## src/rrc_pkg.sv

```systemverilog
// Package for the rectangle raster canvas: item structs, operation and status codes,
// register indexes and reset values. No dependencies.
package rrc_pkg;

   localparam int COORD_W = 24;
   localparam int CALC_W = 26;
   localparam int UNIT = 256;
   localparam int FRAC_W = 8;
   localparam int CSR_INDEX_W = 2;
   localparam int CSR_DATA_W = 9;

   localparam logic [1:0] OP_CLEAR = 2'd0;
   localparam logic [1:0] OP_DRAW = 2'd1;
   localparam logic [1:0] OP_READ = 2'd2;

   localparam logic [1:0] STATUS_OK = 2'd0;
   localparam logic [1:0] STATUS_BAD_SIZE = 2'd1;
   localparam logic [1:0] STATUS_OUT_OF_RANGE = 2'd2;

   localparam logic [CSR_INDEX_W-1:0] CSR_CANVAS_WIDTH = 2'd0;
   localparam logic [CSR_INDEX_W-1:0] CSR_CANVAS_HEIGHT = 2'd1;
   localparam logic [CSR_INDEX_W-1:0] CSR_BACKGROUND_CHAR = 2'd2;

   localparam logic [8:0] CANVAS_WIDTH_RESET = 9'd1;
   localparam logic [8:0] CANVAS_HEIGHT_RESET = 9'd1;
   localparam logic [7:0] BACKGROUND_CHAR_RESET = 8'd32;

   typedef struct packed {
      logic [1:0] operation;
      logic filled;
      logic signed [COORD_W-1:0] left_x;
      logic signed [COORD_W-1:0] top_y;
      logic signed [COORD_W-1:0] span_x;
      logic signed [COORD_W-1:0] span_y;
      logic [7:0] paint_char;
      logic [7:0] read_row;
      logic [7:0] read_col;
   } req_payload_type;

   typedef struct packed {
      logic [1:0] status;
      logic [7:0] cell_char;
   } rsp_payload_type;

   typedef struct packed {
      logic enable;
      logic write;
   } mem_ctl_type;

endpackage

```

## src/rrc_engine.sv

```systemverilog
// Item sequencer: decodes an item, sweeps the canvas for clear and draw, tests each
// pixel centre against the rectangle and drives the canvas memory. Depends on rrc_pkg.
module rrc_engine #(
   parameter int MAX_SIDE = 256,
   parameter int IDX_W = 8,
   parameter int CNT_W = 9,
   parameter int ADDR_W = 16
) (
   input  logic clock,
   input  logic reset,
   input  logic req_valid,
   output logic req_stall,
   input  rrc_pkg::req_payload_type req_payload,
   input  logic [8:0] cfg_width,
   input  logic [8:0] cfg_height,
   input  logic [7:0] cfg_background,
   output logic res_valid,
   input  logic res_ready,
   output rrc_pkg::rsp_payload_type res_payload,
   output rrc_pkg::mem_ctl_type mem_ctl,
   output logic [ADDR_W-1:0] mem_addr,
   output logic [7:0] mem_wdata,
   input  logic [7:0] mem_rdata
);
   import rrc_pkg::*;

   localparam int SW = (CNT_W > 9) ? CNT_W : 9;
   localparam int RW = (CNT_W > 8) ? CNT_W : 8;

   localparam logic [2:0] S_IDLE = 3'd0;
   localparam logic [2:0] S_PREP = 3'd1;
   localparam logic [2:0] S_SWEEP = 3'd2;
   localparam logic [2:0] S_RDWAIT = 3'd3;
   localparam logic [2:0] S_DONE = 3'd4;

   logic [2:0] state_ff, state_in;
   logic [1:0] op_ff, op_in;
   logic fill_ff, fill_in;
   logic signed [COORD_W-1:0] x0_ff, x0_in, y0_ff, y0_in, sx_ff, sx_in, sy_ff, sy_in;
   logic [7:0] paint_ff, paint_in, rrow_ff, rrow_in, rcol_ff, rcol_in;
   logic signed [CALC_W-1:0] x1_ff, x1_in, y1_ff, y1_in;
   logic signed [CALC_W-1:0] x0p_ff, x0p_in, y0p_ff, y0p_in;
   logic signed [CALC_W-1:0] x1m_ff, x1m_in, y1m_ff, y1m_in;
   logic [IDX_W-1:0] col_ff, col_in, row_ff, row_in;
   logic [1:0] status_ff, status_in;
   logic [7:0] cell_ff, cell_in;

   logic [CNT_W-1:0] w_use, h_use;
   logic signed [CALC_W-1:0] px, py;
   logic in_x, in_y, near_edge, hit, col_last, row_last, read_out;
   logic [IDX_W-1:0] addr_row, addr_col;

   always_comb begin
      if (cfg_width == 9'd0) begin
         w_use = CNT_W'(1);
      end else if (SW'(cfg_width) > SW'(MAX_SIDE)) begin
         w_use = CNT_W'(MAX_SIDE);
      end else begin
         w_use = CNT_W'(cfg_width);
      end
      if (cfg_height == 9'd0) begin
         h_use = CNT_W'(1);
      end else if (SW'(cfg_height) > SW'(MAX_SIDE)) begin
         h_use = CNT_W'(MAX_SIDE);
      end else begin
         h_use = CNT_W'(cfg_height);
      end
   end

   assign px = CALC_W'({col_ff, {FRAC_W{1'b0}}});
   assign py = CALC_W'({row_ff, {FRAC_W{1'b0}}});
   assign in_x = (px >= CALC_W'(x0_ff)) && (px <= x1_ff);
   assign in_y = (py >= CALC_W'(y0_ff)) && (py <= y1_ff);
   assign near_edge = (px < x0p_ff) || (px > x1m_ff) || (py < y0p_ff) || (py > y1m_ff);
   assign hit = (op_ff == OP_CLEAR) || (in_x && in_y && (fill_ff || near_edge));
   assign col_last = (CNT_W'(col_ff) == w_use - CNT_W'(1));
   assign row_last = (CNT_W'(row_ff) == h_use - CNT_W'(1));
   assign read_out = (RW'(rrow_ff) >= RW'(h_use)) || (RW'(rcol_ff) >= RW'(w_use));

   assign addr_row = (state_ff == S_SWEEP) ? row_ff : IDX_W'(rrow_ff);
   assign addr_col = (state_ff == S_SWEEP) ? col_ff : IDX_W'(rcol_ff);
   assign mem_addr = ADDR_W'(addr_row) * ADDR_W'(MAX_SIDE) + ADDR_W'(addr_col);
   assign mem_wdata = (op_ff == OP_CLEAR) ? cfg_background : paint_ff;

   always_comb begin
      state_in = state_ff;
      op_in = op_ff;
      fill_in = fill_ff;
      x0_in = x0_ff;
      y0_in = y0_ff;
      sx_in = sx_ff;
      sy_in = sy_ff;
      paint_in = paint_ff;
      rrow_in = rrow_ff;
      rcol_in = rcol_ff;
      x1_in = x1_ff;
      y1_in = y1_ff;
      x0p_in = x0p_ff;
      y0p_in = y0p_ff;
      x1m_in = x1m_ff;
      y1m_in = y1m_ff;
      col_in = col_ff;
      row_in = row_ff;
      status_in = status_ff;
      cell_in = cell_ff;
      mem_ctl = '0;
      unique case (state_ff)
         S_IDLE: begin
            if (req_valid) begin
               op_in = req_payload.operation;
               fill_in = req_payload.filled;
               x0_in = req_payload.left_x;
               y0_in = req_payload.top_y;
               sx_in = req_payload.span_x;
               sy_in = req_payload.span_y;
               paint_in = req_payload.paint_char;
               rrow_in = req_payload.read_row;
               rcol_in = req_payload.read_col;
               state_in = S_PREP;
            end
         end
         S_PREP: begin
            x1_in = CALC_W'(x0_ff) + CALC_W'(sx_ff);
            y1_in = CALC_W'(y0_ff) + CALC_W'(sy_ff);
            x0p_in = CALC_W'(x0_ff) + CALC_W'(UNIT);
            y0p_in = CALC_W'(y0_ff) + CALC_W'(UNIT);
            x1m_in = CALC_W'(x0_ff) + CALC_W'(sx_ff) - CALC_W'(UNIT);
            y1m_in = CALC_W'(y0_ff) + CALC_W'(sy_ff) - CALC_W'(UNIT);
            col_in = '0;
            row_in = '0;
            status_in = STATUS_OK;
            cell_in = 8'd0;
            unique case (op_ff)
               OP_CLEAR: begin
                  state_in = S_SWEEP;
               end
               OP_DRAW: begin
                  if (sx_ff[COORD_W-1] || sx_ff == '0 || sy_ff[COORD_W-1] || sy_ff == '0) begin
                     status_in = STATUS_BAD_SIZE;
                     state_in = S_DONE;
                  end else begin
                     state_in = S_SWEEP;
                  end
               end
               OP_READ: begin
                  if (read_out) begin
                     status_in = STATUS_OUT_OF_RANGE;
                     state_in = S_DONE;
                  end else begin
                     mem_ctl.enable = 1'b1;
                     state_in = S_RDWAIT;
                  end
               end
               default: begin
                  state_in = S_DONE;
               end
            endcase
         end
         S_SWEEP: begin
            mem_ctl.enable = hit;
            mem_ctl.write = 1'b1;
            if (col_last) begin
               col_in = '0;
               if (row_last) begin
                  state_in = S_DONE;
               end else begin
                  row_in = row_ff + IDX_W'(1);
               end
            end else begin
               col_in = col_ff + IDX_W'(1);
            end
         end
         S_RDWAIT: begin
            cell_in = mem_rdata;
            state_in = S_DONE;
         end
         S_DONE: begin
            if (res_ready) begin
               state_in = S_IDLE;
            end
         end
         default: begin
            state_in = S_IDLE;
         end
      endcase
   end

   always_ff @(posedge clock) begin
      if (reset) begin
         state_ff <= S_IDLE;
      end else begin
         state_ff <= state_in;
      end
      op_ff <= op_in;
      fill_ff <= fill_in;
      x0_ff <= x0_in;
      y0_ff <= y0_in;
      sx_ff <= sx_in;
      sy_ff <= sy_in;
      paint_ff <= paint_in;
      rrow_ff <= rrow_in;
      rcol_ff <= rcol_in;
      x1_ff <= x1_in;
      y1_ff <= y1_in;
      x0p_ff <= x0p_in;
      y0p_ff <= y0p_in;
      x1m_ff <= x1m_in;
      y1m_ff <= y1m_in;
      col_ff <= col_in;
      row_ff <= row_in;
      status_ff <= status_in;
      cell_ff <= cell_in;
   end

   assign req_stall = (state_ff != S_IDLE);
   assign res_valid = (state_ff == S_DONE);
   assign res_payload.status = status_ff;
   assign res_payload.cell_char = cell_ff;

endmodule

```

## config.mk

```make
export PLATFORM = sky130hd
export DESIGN_NAME = rrc_engine
export DESIGN_NICKNAME = d
export VERILOG_FILES = /design/src/rrc_pkg.sv /design/src/rrc_engine.sv
export SDC_FILE = /design/constraint.sdc
export NUM_CORES = 1
export LEC_CHECK = 0
export BUFFER_PORTS_ARGS = -buffer_cell sky130_fd_sc_hd__buf_2
export CAP_MARGIN = 20
export CORE_MARGIN = 2
export CORE_UTILIZATION = 38
export CTS_CLUSTER_DIAMETER = 80
export DETAILED_ROUTE_END_ITERATION = 16
export PLACE_DENSITY = 0.61
export SYNTH_ARGS = -nofsm -noshare
export SYNTH_HDL_FRONTEND = slang
export SYNTH_SLANG_ARGS = --single-unit
```

## constraint.sdc

```tcl
create_clock -name clock -period 13.23 [get_ports clock]
set_input_delay 1.323 -clock clock [delete_from_list [all_inputs] [get_ports clock]]
set_output_delay 1.323 -clock clock [all_outputs]
set_load 0.01 [all_outputs]
```

==> results by group <==
Status
  • Status: complete, no violations

Floorplan
  • Die area: 44100 um2
  • IO Pins: 199
  • Row count: 75
  • Core region area: 41900 um2
  • DIE WIDTH: 210 um
  • Starting density of the core: 38.4%
  • Die outline height: 210 um

Clocking
  • Worst-Skew Late Latency: 0.54 ns
  • CTS Buf Count: 36
  • Clock Tree Buf Depth: 3
  • Clk root buf: clkbuf_16
  • Post-cts sizing count: 0
  • Clock transition at the registers of the reported paths: 0.06 ns
  • CTS Hold Bufs: 0
  • CTS Sinks: 288
  • CTS tree: done
  • Post-CTS setup buffers: 0
  • H-tree levels: 2

Placed design
  • Dpl ws: 7.38 ns
  • Post-DP Area: 17700 um2
  • Port Buffer Count: 198
  • Final HPWL DP: 29.5 mm
  • Routability cong.: 0.861

Final layout
  • Final core utilization: 45.2%
  • Share of cells above drive strength 1: 17.7%
  • Nets@finish: 1924
  • P&R area growth vs syn: 17.5%
  • Post-route cell area: 18900 um2
  • Commonest non-fill, non-tap cell in the layout: edfxtp_1
  • ANT cells: 0
  • Most frequent cells in the layout: 285 x edfxtp_1, 199 x buf_2, 140 x ha_1

Timing
  • Period utilization: 44.4%
  • Count of final setup violators: 0
  • Hold Fails Final Rpt: 0
  • Fmax: 170 MHz
  • Measured slew at the worst slew-check pin: 1.11 ns
  • RSZ-0062 raised after global routing: no
  • Min cycle time layout: 5.88 ns
  • Setup WS post-layout: 7.35 ns
  • Setup TNS: 0 ns
  • Clock Skews: 0.0147 ns
  • Worst slew margin: 25.9%
  • Slew Viols, Final: 0

Route
  • First-pass detailed-route iteration total: 5
  • Antenna-violating nets left: 0
  • Via-per-instance ratio: 5.25
  • Per-cell routed wire length: 17.9 um
  • Drt total wl: 39.1 mm
  • Vias: 11500
  • First DRT Iteration DRCs: 738
  • Drc violations: 0

Critical path
  • Largest stage delay, worst path: 0.53 ns
  • Worst-path cell chain: buf_2, nor4_1, nand3_1, nor2_1, nor2_1, nor2_1, ha_1, nand2b_1, a21o_1, a21oi_1, o21ai_0, a311oi_1, o32a_1, nand3_1, o211ai_1, buf_2
  • R2r endpoint: x1m_ff[25]
  • CP Launch Type: input pin
  • Reg2reg setup slack: 9.26 ns
  • Max FO, Critical Path: 7
  • Setup CP Type: input pin to output port
  • Worst r2r src: x0_ff[0]
  • Buf+Inv Stages, Crit Path: 2
  • Cell repeated most along the worst path: nor2_1
  • Crit-path slowest cell: nor4_1
  • CP Data Arrival Time: 4.56 ns
  • Req. time, crit path: 11.91 ns
  • R2r worst-path depth: 11
  • Crit. End Element: output port
  • Cell family with most CP delay: simple AND/OR/NAND/NOR gates

Synthesis
  • Post-Syn Instances: 1401
  • Mapped cell area: 16100 um2
  • Post-synth EDFFs: 285
  • Async SR Flop Fraction: 0%
  • Post-synthesis register bit count: 288
  • Syn_area_per_cell: 11.5 um2
  • Synth Flop Type: edfxtp_1
  • Library cells used by synthesis: 73
  • Net count after synthesis: 1704
  • Sequential fraction of the synthesis area: 53.5%
  • Synth Warn #: 0

Global routing
  • Vias in the first global route: 11300
  • Antenna violations before repair: 0
  • Grt total ovfl: 0
  • Global Route Usage Sum: 17.6%
  • Largest net degree at the start of global routing: 88
  • First-pass GRT wire length: 60.6 mm

Job
  • Max-cap viol count: 0

Power and ir drop
  • Cell area power density: 229 nW/um2
  • Clock group share of total power: 22.5%
  • Pwr Total: 4.34 mW
  • Sw frac: 37.5%
  • Leak Pwr: 7.68 nW
  • Pint: 2.71 mW
  • P_sw: 1.62 mW
  • Logic pwr share: 37.7%
  • VDD IR max: 87.6 uV
  • Sequential power share: 39.8%

Worst hold path
  • Hold depth: 0
  • Worst min path class: flip-flop to flip-flop
  • Hold Path End: y0p_ff[0]
  • HP Start: y0_ff[0]
[logic make-up after synthesis]
group / Yosys count / synth area share (%)
muxes: 11 / 0.761
and+or+nand+nor: 452 / 14.4
adders and majority gates: 142 / 11.1
buffers and inverters: 128 / 2.99
xor gates and xnor gates: 118 / 6.41
AOI/OAI and AO/OA: 262 / 10.9
DFF: 288 / 53.5
[Yosys cell counts (all sizes together), types with 4 or more instances]
cell / n / area, um2
nand2b: 33 / 206
o21bai: 5 / 37.5
a22oi: 4 / 30.0
nor3: 40 / 200
xor2: 54 / 473
a2111oi: 4 / 41.3
nand2: 106 / 398
and4: 5 / 43.8
nor4: 36 / 231
a31oi: 20 / 125
or3: 11 / 73.8
and3: 28 / 175
nor4b: 4 / 35.0
a21oi: 69 / 349
ha: 140 / 1750
nand4: 20 / 125
mux2: 10 / 113
o2111ai: 5 / 43.8
inv: 105 / 394
nor2b: 12 / 75.1
o31ai: 9 / 67.6
edfxtp: 285 / 8560
xnor2: 64 / 561
or4: 6 / 45.0
nand3: 49 / 245
o21a: 5 / 37.5
and2: 8 / 53.8
o21ai: 56 / 284
a21o: 29 / 218
nor2: 81 / 304
clkbuf: 22 / 82.6
o211ai: 8 / 65.1
a211oi: 13 / 108
or2: 4 / 25.0
a41o: 4 / 40.0
[routing by layer]
layer  vias to the layer above  global-route usage, %  wire, um
met1                      5449                   25.0     19000
met4                         0                   5.38       757
met3                        50                   3.17      2160
met2                       294                   27.6     17200
li1                       5690                      -         -
met5                         -                      0         0
[power by group through the flow]
stage,clock [mW],sequential [mW],combinational [mW]
2_1_floorplan,0,1.69,1.19
3_5_place_dp,0,1.75,1.62
3_3_place_gp,0,1.74,1.57
6_report,0.976,1.72,1.64
5_1_grt,1.04,1.76,1.84
4_1_cts,1.00,1.73,1.63
[area by class of cell]
class                           instances  area [um2]
Fill cell                            3898       23000
Timing Repair Buffer                  205        1060
Clock buffer                           43         948
Inverter                              105         397
Multi-Input combinational cell        985        7030
Tap cell                              539         674
Clock inverter                         21         215
Sequential cell                       288        8620
[worst max path at each step]
stage	to	depth (start not counted)	slack [ns]	startpoint
3_5_place_dp	mem_ctl[1]	16	7.38	cfg_height[3]
6_report	mem_ctl[1]	16	7.35	cfg_height[3]
3_3_place_gp	mem_ctl[1]	16	7.46	cfg_height[3]
5_1_grt	mem_ctl[1]	16	7.01	cfg_height[3]
2_1_floorplan	fill_ff	2	6.19	req_valid
4_1_cts	mem_ctl[1]	16	7.36	cfg_height[3]
[worst register-to-register path, cell delays in order (launching register included)]
cell and delay, ns:
edfxtp_1 0.44, ha_1 0.26, fa_1 0.43, a211oi_2 0.25, o21ai_1 0.17, a2111oi_0 0.41
nor3_1 0.13, xor2_1 0.26, nor4_2 0.30, nor4b_1 0.59, or4b_1 0.51, nand2_1 0.09
[sequential cells by signal, summed over array words and instances (netlist names), 18 cells and up]
register,cells
x1m_ff,18
x0_ff,24
x0p_ff,25
y0p_ff,25
y1_ff,25
x1_ff,25
y0_ff,24
sx_ff,24
y1m_ff,18
sy_ff,24
[metrics by stage]
step / hold WS, ns / instances
3_3_place_gp: 0.489 / 2119
6_report: 0.506 / 2186
2_1_floorplan: 0.457 / 1401
3_5_place_dp: 0.506 / 2119
4_1_cts: 0.516 / 2183
5_1_grt: 0.544 / 2186
Power figures use the tool's default switching activity.
